--- src/design/sdq_pkg.sv ---
`default_nettype none

package sdq_pkg;

    // defaults for the top-level parameters
    localparam int DEF_MAX_TASKS  = 32;
    localparam int DEF_DELAY_BITS = 32;

    // fixed port widths
    localparam int TASK_ID_W = 5;
    localparam int TICKS_W   = 32;
    localparam int STATUS_W  = 2;
    localparam int HDELTA_W  = 32;

    localparam logic CMD_INSERT = 1'b0;
    localparam logic CMD_REMOVE = 1'b1;

    typedef enum logic [STATUS_W-1:0] {
        STAT_DONE       = 2'd0,
        STAT_DUP_INSERT = 2'd1,
        STAT_ABSENT     = 2'd2
    } status_t;

    typedef enum logic [2:0] {
        S_IDLE,
        S_WALK,
        S_LINK1,
        S_LINK2,
        S_RM_NX,
        S_RM_WR,
        S_FIN
    } state_t;

    // controller -> datapath
    typedef struct packed {
        logic    load_ins;
        logic    load_rm;
        logic    walk;
        logic    link1;
        logic    link2;
        logic    rm_nx;
        logic    rm_wr;
        logic    out_load;
        status_t status;
    } dp_cmd_t;

    // datapath -> controller
    typedef struct packed {
        logic id_ok;
        logic queued;
        logic nonempty;
        logic walk_ge;
        logic walk_last;
        logic out_free;
    } dp_stat_t;

endpackage

`default_nettype wire

--- src/design/sdq_ram.sv ---
`default_nettype none

module sdq_ram #(
    parameter int WIDTH = 8,
    parameter int DEPTH = 32
) (
    input  wire logic                     clk,
    input  wire logic                     we,
    input  wire logic [$clog2(DEPTH)-1:0] waddr,
    input  wire logic [WIDTH-1:0]         wdata,
    input  wire logic [$clog2(DEPTH)-1:0] raddr,
    output logic      [WIDTH-1:0]         rdata
);

    logic [WIDTH-1:0] mem [DEPTH];

    always_ff @(posedge clk)
    begin
        if (we)
        begin
            mem[waddr] <= wdata;
        end
        rdata <= mem[raddr];
    end

endmodule

`default_nettype wire

--- src/design/sdq_ctrl.sv ---
`default_nettype none

module sdq_ctrl
    import sdq_pkg::*;
(
    input  wire logic     clk,
    input  wire logic     rst_n,
    input  wire logic     in_valid,
    input  wire logic     command,
    input  wire dp_stat_t st,
    output logic          in_ready,
    output dp_cmd_t       cmd
);

    state_t  state_reg, state_next;
    status_t status_reg, status_next;

    always_ff @(posedge clk or negedge rst_n)
    begin
        if (!rst_n)
        begin
            state_reg  <= S_IDLE;
            status_reg <= STAT_DONE;
        end
        else
        begin
            state_reg  <= state_next;
            status_reg <= status_next;
        end
    end

    // next state
    always_comb
    begin
        state_next  = state_reg;
        status_next = status_reg;
        unique case (state_reg)
            S_IDLE:
            begin
                if (in_valid)
                begin
                    status_next = STAT_DONE;
                    priority if (!st.id_ok)
                    begin
                        status_next = STAT_ABSENT;
                        state_next  = S_FIN;
                    end
                    else if (command == CMD_INSERT)
                    begin
                        if (st.queued)
                        begin
                            status_next = STAT_DUP_INSERT;
                            state_next  = S_FIN;
                        end
                        else
                        begin
                            state_next = st.nonempty ? S_WALK : S_LINK1;
                        end
                    end
                    else
                    begin
                        if (!st.queued)
                        begin
                            status_next = STAT_ABSENT;
                            state_next  = S_FIN;
                        end
                        else
                        begin
                            state_next = S_RM_NX;
                        end
                    end
                end
            end
            S_WALK:
            begin
                if (!st.walk_ge || st.walk_last)
                begin
                    state_next = S_LINK1;
                end
            end
            S_LINK1: state_next = S_LINK2;
            S_LINK2: state_next = S_FIN;
            S_RM_NX: state_next = S_RM_WR;
            S_RM_WR: state_next = S_FIN;
            S_FIN:
            begin
                if (st.out_free)
                begin
                    state_next = S_IDLE;
                end
            end
            default: state_next = S_IDLE;
        endcase
    end

    // outputs
    always_comb
    begin
        in_ready = 1'b0;
        cmd      = '0;
        cmd.status = status_reg;
        unique case (state_reg)
            S_IDLE:
            begin
                in_ready = 1'b1;
                if (in_valid && st.id_ok)
                begin
                    cmd.load_ins = (command == CMD_INSERT) && !st.queued;
                    cmd.load_rm  = (command == CMD_REMOVE) && st.queued;
                end
            end
            S_WALK:  cmd.walk  = 1'b1;
            S_LINK1: cmd.link1 = 1'b1;
            S_LINK2: cmd.link2 = 1'b1;
            S_RM_NX: cmd.rm_nx = 1'b1;
            S_RM_WR: cmd.rm_wr = 1'b1;
            S_FIN:   cmd.out_load = st.out_free;
            default: cmd = '0;
        endcase
    end

endmodule

`default_nettype wire

--- src/design/sdq_dp.sv ---
`default_nettype none

module sdq_dp
    import sdq_pkg::*;
#(
    parameter int MAX_TASKS  = DEF_MAX_TASKS,
    parameter int DELAY_BITS = DEF_DELAY_BITS
) (
    input  wire logic                 clk,
    input  wire logic                 rst_n,
    input  wire dp_cmd_t              cmd,
    input  wire logic [TASK_ID_W-1:0] task_id,
    input  wire logic [TICKS_W-1:0]   ticks,
    input  wire logic                 out_ready,
    output dp_stat_t                  st,
    output logic                      out_valid,
    output logic [STATUS_W-1:0]       status,
    output logic                      head_valid,
    output logic [TASK_ID_W-1:0]      head_task,
    output logic [HDELTA_W-1:0]       head_delta
);

    localparam int ID_W = $clog2(MAX_TASKS);
    localparam int LW   = ID_W + 1;   // top bit set = no link
    localparam int DW   = DELAY_BITS;
    localparam logic [LW-1:0] LINK_NONE = {1'b1, {ID_W{1'b0}}};

    logic [ID_W-1:0]      in_id;
    logic [ID_W-1:0]      raddr;
    logic [LW-1:0]        rd_next, rd_prev;
    logic [DW-1:0]        rd_delay;

    logic                 next_we, prev_we, dly_we;
    logic [ID_W-1:0]      next_waddr, prev_waddr, dly_waddr;
    logic [LW-1:0]        next_wdata, prev_wdata;
    logic [DW-1:0]        dly_wdata;

    // control state
    logic                 nonempty_reg, nonempty_next;
    logic [MAX_TASKS-1:0] mark_reg, mark_next;
    logic [ID_W-1:0]      head_reg, head_next;
    logic                 out_valid_reg, out_valid_next;

    // payload
    logic [ID_W-1:0]      id_reg, id_next;
    logic [DW-1:0]        delay_reg, delay_next;     // remaining delay of new task
    logic [LW-1:0]        cur_reg, cur_next;         // insert: cur; remove: successor
    logic [LW-1:0]        before_reg, before_next;   // insert: before; remove: predecessor
    logic [DW-1:0]        dcur_reg, dcur_next;       // insert: delta of cur; remove: own delta
    logic [DW-1:0]        hd_reg, hd_next;
    logic [STATUS_W-1:0]  ostat_reg, ostat_next;
    logic                 ohv_reg, ohv_next;
    logic [TASK_ID_W-1:0] otask_reg, otask_next;
    logic [HDELTA_W-1:0]  odelta_reg, odelta_next;

    logic                 ge;
    logic [DW-1:0]        rm_sum;

    assign in_id  = ID_W'(task_id);
    assign ge     = delay_reg >= rd_delay;
    assign rm_sum = rd_delay + dcur_reg;

    assign st.id_ok     = int'(task_id) < MAX_TASKS;
    assign st.queued    = mark_reg[in_id];
    assign st.nonempty  = nonempty_reg;
    assign st.walk_ge   = ge;
    assign st.walk_last = rd_next[ID_W];
    assign st.out_free  = !out_valid_reg || out_ready;

    sdq_ram #(.WIDTH(LW), .DEPTH(MAX_TASKS)) u_next_ram (
        .clk   (clk),
        .we    (next_we),
        .waddr (next_waddr),
        .wdata (next_wdata),
        .raddr (raddr),
        .rdata (rd_next)
    );

    sdq_ram #(.WIDTH(LW), .DEPTH(MAX_TASKS)) u_prev_ram (
        .clk   (clk),
        .we    (prev_we),
        .waddr (prev_waddr),
        .wdata (prev_wdata),
        .raddr (raddr),
        .rdata (rd_prev)
    );

    sdq_ram #(.WIDTH(DW), .DEPTH(MAX_TASKS)) u_delay_ram (
        .clk   (clk),
        .we    (dly_we),
        .waddr (dly_waddr),
        .wdata (dly_wdata),
        .raddr (raddr),
        .rdata (rd_delay)
    );

    // read address
    always_comb
    begin
        priority if (cmd.load_ins)
        begin
            raddr = head_reg;
        end
        else if (cmd.load_rm)
        begin
            raddr = in_id;
        end
        else if (cmd.walk || cmd.rm_nx)
        begin
            raddr = rd_next[ID_W-1:0];
        end
        else
        begin
            raddr = id_reg;
        end
    end

    // write ports
    always_comb
    begin
        next_we    = 1'b0;
        next_waddr = id_reg;
        next_wdata = cur_reg;
        prev_we    = 1'b0;
        prev_waddr = id_reg;
        prev_wdata = before_reg;
        dly_we     = 1'b0;
        dly_waddr  = id_reg;
        dly_wdata  = delay_reg;
        priority if (cmd.link1)
        begin
            next_we = 1'b1;
            prev_we = 1'b1;
            dly_we  = 1'b1;
        end
        else if (cmd.link2)
        begin
            next_we    = !before_reg[ID_W];
            next_waddr = before_reg[ID_W-1:0];
            next_wdata = {1'b0, id_reg};
            prev_we    = !cur_reg[ID_W];
            prev_waddr = cur_reg[ID_W-1:0];
            prev_wdata = {1'b0, id_reg};
            dly_we     = !cur_reg[ID_W];
            dly_waddr  = cur_reg[ID_W-1:0];
            dly_wdata  = dcur_reg - delay_reg;
        end
        else if (cmd.rm_wr)
        begin
            next_we    = !before_reg[ID_W];
            next_waddr = before_reg[ID_W-1:0];
            next_wdata = cur_reg;
            prev_we    = !cur_reg[ID_W];
            prev_waddr = cur_reg[ID_W-1:0];
            prev_wdata = before_reg;
            dly_we     = !cur_reg[ID_W];
            dly_waddr  = cur_reg[ID_W-1:0];
            dly_wdata  = rm_sum;
        end
        else
        begin
            next_we = 1'b0;
        end
    end

    // register updates
    always_comb
    begin
        nonempty_next  = nonempty_reg;
        mark_next      = mark_reg;
        head_next      = head_reg;
        out_valid_next = out_valid_reg;
        id_next        = id_reg;
        delay_next     = delay_reg;
        cur_next       = cur_reg;
        before_next    = before_reg;
        dcur_next      = dcur_reg;
        hd_next        = hd_reg;
        ostat_next     = ostat_reg;
        ohv_next       = ohv_reg;
        otask_next     = otask_reg;
        odelta_next    = odelta_reg;

        if (cmd.load_ins)
        begin
            id_next     = in_id;
            delay_next  = DW'(ticks);
            cur_next    = nonempty_reg ? {1'b0, head_reg} : LINK_NONE;
            before_next = LINK_NONE;
        end

        if (cmd.load_rm)
        begin
            id_next = in_id;
        end

        if (cmd.walk)
        begin
            if (ge)
            begin
                delay_next  = delay_reg - rd_delay;
                before_next = cur_reg;
                cur_next    = rd_next;
            end
            else
            begin
                dcur_next = rd_delay;
            end
        end

        if (cmd.link1)
        begin
            mark_next[id_reg] = 1'b1;
            nonempty_next     = 1'b1;
            if (before_reg[ID_W])
            begin
                head_next = id_reg;
                hd_next   = delay_reg;
            end
        end

        if (cmd.rm_nx)
        begin
            cur_next    = rd_next;
            before_next = rd_prev;
            dcur_next   = rd_delay;
        end

        if (cmd.rm_wr)
        begin
            mark_next[id_reg] = 1'b0;
            if (before_reg[ID_W])
            begin
                if (cur_reg[ID_W])
                begin
                    nonempty_next = 1'b0;
                    head_next     = '0;
                end
                else
                begin
                    head_next = cur_reg[ID_W-1:0];
                    hd_next   = rm_sum;
                end
            end
        end

        if (cmd.out_load)
        begin
            out_valid_next = 1'b1;
            ostat_next     = cmd.status;
            ohv_next       = nonempty_reg;
            otask_next     = nonempty_reg ? TASK_ID_W'(head_reg) : '0;
            odelta_next    = nonempty_reg ? HDELTA_W'(hd_reg) : '0;
        end
        else if (out_ready)
        begin
            out_valid_next = 1'b0;
        end
    end

    always_ff @(posedge clk or negedge rst_n)
    begin
        if (!rst_n)
        begin
            nonempty_reg  <= 1'b0;
            mark_reg      <= '0;
            head_reg      <= '0;
            out_valid_reg <= 1'b0;
        end
        else
        begin
            nonempty_reg  <= nonempty_next;
            mark_reg      <= mark_next;
            head_reg      <= head_next;
            out_valid_reg <= out_valid_next;
        end
    end

    always_ff @(posedge clk)
    begin
        id_reg     <= id_next;
        delay_reg  <= delay_next;
        cur_reg    <= cur_next;
        before_reg <= before_next;
        dcur_reg   <= dcur_next;
        hd_reg     <= hd_next;
        ostat_reg  <= ostat_next;
        ohv_reg    <= ohv_next;
        otask_reg  <= otask_next;
        odelta_reg <= odelta_next;
    end

    assign out_valid  = out_valid_reg;
    assign status     = ostat_reg;
    assign head_valid = ohv_reg;
    assign head_task  = otask_reg;
    assign head_delta = odelta_reg;

endmodule

`default_nettype wire

--- src/design/sleep_delta_queue_core.sv ---
// Insert: delta walk if the list is non-empty (at most to its tail), LINK1, LINK2;
//   remove RM_NX, RM_WR; flagged (duplicate, absent, bad task number) straight to FIN.
// Throughput: one item at a time; the delta walk reads one list entry per cycle
//   through the registered read port of the link and delay memories.
// A new item is accepted while the previous result waits in the output register.
// Reset (async, active low): list empty, all queued marks clear, no result pending.
`default_nettype none

module sleep_delta_queue_core
    import sdq_pkg::*;
#(
    parameter int MAX_TASKS  = DEF_MAX_TASKS,
    parameter int DELAY_BITS = DEF_DELAY_BITS
) (
    input  wire logic                 clk,
    input  wire logic                 rst_n,
    input  wire logic                 in_valid,
    output logic                      in_ready,
    input  wire logic                 command,
    input  wire logic [TASK_ID_W-1:0] task_id,
    input  wire logic [TICKS_W-1:0]   ticks,
    output logic                      out_valid,
    input  wire logic                 out_ready,
    output logic [STATUS_W-1:0]       status,
    output logic                      head_valid,
    output logic [TASK_ID_W-1:0]      head_task,
    output logic [HDELTA_W-1:0]       head_delta
);

    dp_cmd_t  cmd;
    dp_stat_t st;

    // Controller: decodes the item, sequences walk / link / unlink, hands the
    // result to the output register once it is free.
    sdq_ctrl u_ctrl (
        .clk      (clk),
        .rst_n    (rst_n),
        .in_valid (in_valid),
        .command  (command),
        .st       (st),
        .in_ready (in_ready),
        .cmd      (cmd)
    );

    // Datapath: next/prev link memories, delta memory, queued marks,
    // head tracking and the result register.
    sdq_dp #(
        .MAX_TASKS  (MAX_TASKS),
        .DELAY_BITS (DELAY_BITS)
    ) u_dp (
        .clk        (clk),
        .rst_n      (rst_n),
        .cmd        (cmd),
        .task_id    (task_id),
        .ticks      (ticks),
        .out_ready  (out_ready),
        .st         (st),
        .out_valid  (out_valid),
        .status     (status),
        .head_valid (head_valid),
        .head_task  (head_task),
        .head_delta (head_delta)
    );

    // one item at a time: busy right after an accept
    a_busy_after_accept: assert property (@(posedge clk) disable iff (!rst_n)
        in_valid && in_ready |=> !in_ready)
        else $error("item accepted while previous item still in work");

    // the walk only runs over a non-empty list
    a_walk_nonempty: assert property (@(posedge clk) disable iff (!rst_n)
        cmd.walk |-> st.nonempty)
        else $error("delta walk on empty list");

    // result only loaded into a free output slot
    a_load_free: assert property (@(posedge clk) disable iff (!rst_n)
        cmd.out_load |-> st.out_free)
        else $error("result overwrote pending item");

    // an empty list reports zero head fields
    a_empty_zero: assert property (@(posedge clk) disable iff (!rst_n)
        out_valid && !head_valid |-> head_task == '0 && head_delta == '0)
        else $error("empty list with nonzero head fields");

endmodule

`default_nettype wire

--- config.mk ---
export PLATFORM = sky130hd
export DESIGN_NAME = sleep_delta_queue_core
export DESIGN_NICKNAME = d
export VERILOG_FILES = /design/src/design/sdq_pkg.sv /design/src/design/sdq_ram.sv /design/src/design/sdq_ctrl.sv /design/src/design/sdq_dp.sv /design/src/design/sleep_delta_queue_core.sv
export SDC_FILE = /design/constraint.sdc
export NUM_CORES = 2
export LEC_CHECK = 0
export ABC_AREA = 1
export BUFFER_PORTS_ARGS = -buffer_cell sky130_fd_sc_hd__buf_2
export CAP_MARGIN = 15
export CORE_UTILIZATION = 37
export CTS_BUF_LIST = sky130_fd_sc_hd__clkbuf_4 sky130_fd_sc_hd__clkbuf_8
export CTS_CLUSTER_DIAMETER = 50
export DETAILED_ROUTE_END_ITERATION = 10
export GPL_ROUTABILITY_DRIVEN = 0
export SETUP_SLACK_MARGIN = 0.02
export SLEW_MARGIN = 25
export SYNTH_ARGS = -nofsm -noshare
export SYNTH_HDL_FRONTEND = slang
export SYNTH_HIERARCHICAL = 1
export SYNTH_SLANG_ARGS = --single-unit
--- constraint.sdc ---
create_clock -name clk -period 8.3 [get_ports clk]
set_input_delay 0.415 -clock clk [delete_from_list [all_inputs] [get_ports clk]]
set_output_delay 0.415 -clock clk [all_outputs]
set_load 0.01 [all_outputs]
==> run metrics <==
fin. max-slew vios 0; register area share after synthesis 64.4%; initial antenna violation count 2; I/O pin count 84; Clock Latency Late Sink 1.01 ns; CTS clk-pin slew, worst paths 0.06 ns; # H-tree levels 5; switching share of total power 40.8%; Syn. warnings 6; initial drt markers 5538; Biggest register u_dp/u_delay_ram/mem; Post-Syn Nets 7635; Layout fillers roughly 19000; clock buffer depth 4; Hold Path Cell Cnt 4; pin count of the biggest net entering global routing between 200 and 250; port bufs 83; GR Overflow Total 0; clk root buf clkbuf_8; Yosys cell types 55; Remaining DRCs 22; crit path capture type flop; status finished, violations left; f_max 0.156 GHz; vias per cell 5.25; Largest regs u_dp/u_delay_ram/mem (1024), u_dp/u_next_ram/mem (192), u_dp/u_prev_ram/mem (192); Nets 7791; most common cell after layout, fill and taps aside nand2_1; critical path class input pin to flop; P_leak 0.0330 uW; Non-Filler Instances 10500; cell-internal power 19400 uW; synthesized cell area 74700 um2; Setup Skew 0.0706 ns; CP required 9.27 ns; Seq pwr share about two fifths; Avg Inst Size Synth 9.96 um2; HPWL after DPL between 100000 and 150000 um; chip height 451 um; class of the worst hold path input pin to flop; violated checks design-rule violations; gr usage total 20.3%; startpoint types input pin; row count 164; most frequent cells in the layout nand2_1, edfxtp_1, nand3_1; final count of negative-setup-slack endpoints 0; Mapped Cells around 7500; worst-margin pin slew 1.22 ns; vias in the first global route around 53000; Arr. time, crit path ~7.4 ns; ratio of final minimum period to clock period 77.1%; average wire per standard cell 20.2 um; Resize count post-CTS 0; first-pass GRT wire length 319000 um; worst-path maximum fanout 200; Core Area around 200000 um2; Pwr Density 392 nW/um2; R2R cell count 25; final core occ 41.8%; Hold Violations, Final 0; number of clock sinks 1649; die width between 400 and 500 um; post-placement cell count 9977; Detail Route Antenna Nets 0; unrepaired setup endpoints after global routing false; TritonCTS buffer count between 200 and 300; max reg flops 1024; Die Area 204000 um2; overall power 32800 uW; # Max-Cap Violations 0; WL final 213000 um; post-CTS setup buffers 0; share of layout cells above drive strength 1 9.60%; CTS tree done; flops & latches, synth 1649; vias approximately 55000; Synth-to-Final Area Change 12.1%; sw power between 10000 and 15000 uW; Max VDD drop between 0.0002 and 0.00025 V; Clock power frac 22.4%; Slew HR 18.6%; post-layout minimum cycle time 6.40 ns; Final TNS setup 0 ns; DRT Pass-1 Iters 11; Comb pwr share 38.9%; Initial Util between 30% and 40%; Post-CTS Hold Buffers 42
## power by group through the flow
stage,Clock [uW],Sequential [uW],Combinational [uW]
after global placement,0,12900,12300
after detailed placement,0,12800,12500
final,7350,12700,12800
after CTS,7490,12700,12600
after floorplan,0,12600,8330
after global routing,7830,12800,14000
## worst max-delay path, cell delays in order
cell,delay (ns)
dlygate4sd3_1,0.53
buf_2,0.29
clkinv_1,0.53
o211ai_1,0.36
o311ai_0,0.17
nand3_1,0.11
o21ai_0,0.10
inv_1,0.06
o21ai_0,0.16
nor2_1,0.18
nand2_1,0.10
nor2_2,0.52
buf_4,0.40
inv_1,0.26
nand2_1,0.31
o221ai_4,0.39
inv_16,0.44
buf_4,0.52
nand2_1,0.11
nand3_1,0.09
nand3_1,0.16
nand2_1,0.13
nand2_1,0.05
nand2_1,0.14
nand2_1,0.17
nand2_1,0.14
## metrics by stage
| step | instance area (um2) | setup WS [ns] | hold WS, ns |
|---|---|---|---|
| after global routing | 83700 | 1.59 | 0.174 |
| final | 83700 | 1.90 | 0.230 |
| after global placement | 77500 | 1.74 | 0.467 |
| after detailed placement | 77600 | 1.68 | 0.463 |
| after CTS | 83600 | 1.93 | 0.0706 |
| after floorplan | 74700 | 4.09 | 0.119 |
## routing by layer
layer  vias up  global-route usage (%)  wire [um]
met5         -                       0          0
met4         0                    6.68       6230
met2      2419                    32.8      98500
met3       406                    3.70      17400
li1      25700                       -          -
met1     26700                    27.5      90600
## logic make-up after synthesis
logic type                 synth area share [%]
other                                   0.00502
AOI/OAI and AO/OA                          3.30
DFF                                        64.4
adders and majority gates                  1.66
xor gates and xnor gates                  0.446
and+or+nand+nor                            24.7
buffers and inverters                      5.49
## layout make-up
| class | instances | area (um2) | area share [%] |
|---|---|---|---|
| flip-flops and latches | 1649 | 48100 | 57.5 |
| multi-input cells | 5019 | 23000 | 27.5 |
| clock buffers | 415 | 5040 | 6.02 |
| well taps | 2656 | 3320 | 3.97 |
| repair buffers | 233 | 1900 | 2.27 |
| inverters | 464 | 1780 | 2.13 |
| clock inverters | 73 | 536 | 0.640 |
| diodes | 4 | 10.0 | 0.0120 |
## cells in the mapped netlist, drive strengths merged
cell | number | area share [%]
dfxtp | 120 | 3.2
o211ai | 20 | 0.20
a21o | 4 | 0.040
clkinv | 4 | 0.020
a31oi | 3 | 0.025
edfxtp | 1485 | 60
conb | 1 | 0.0050
o21a | 4 | 0.040
a21boi | 1 | 0.010
a221oi | 2 | 0.023
ha | 94 | 1.6
nor4 | 4 | 0.034
nand4 | 10 | 0.084
and3 | 1 | 0.0084
nand2 | 2841 | 14
o32a | 5 | 0.067
o22ai | 24 | 0.20
xor2 | 20 | 0.23
a211oi | 2 | 0.020
or2 | 2 | 0.017
a32oi | 2 | 0.023
clkbuf | 89 | 0.45
o311ai | 2 | 0.023
inv | 460 | 2.3
buf | 275 | 2.7
o21bai | 12 | 0.12
fa | 3 | 0.080
nor3b | 1 | 0.010
o221ai | 6 | 0.070
a21oi | 134 | 0.90
nor2 | 313 | 1.6
nor3 | 32 | 0.21
a22oi | 11 | 0.11
xnor2 | 18 | 0.21
nand3b | 14 | 0.14
dfrtp | 44 | 1.5
nand3 | 1227 | 8.3
o21ai | 206 | 1.4
## path summary, 6_finish.rpt
check	to	start	slack [ns]
worst max-delay path	u_dp/u_delay_ram/rdata[27]$_DFF_P_	task_id[0]	1.90
worst min-delay path	u_dp/delay_reg[31]$_DFF_P_	ticks[31]	0.23
worst max register to register	u_dp/u_delay_ram/rdata[27]$_DFF_P_	u_dp/mark_reg[16]$_DFF_PN0_	2.38
worst min register to register	u_dp/before_reg[0]$_DFF_P_	u_dp/u_prev_ram/rdata[0]$_DFF_P_	0.47
max in group asynchronous	u_ctrl/state_reg[1]$_DFFE_PN0P_	rst_n	7.37
min in group asynchronous	u_dp/mark_reg[4]$_DFF_PN0_	rst_n	0.53
(Power assumes the default switching activity.)
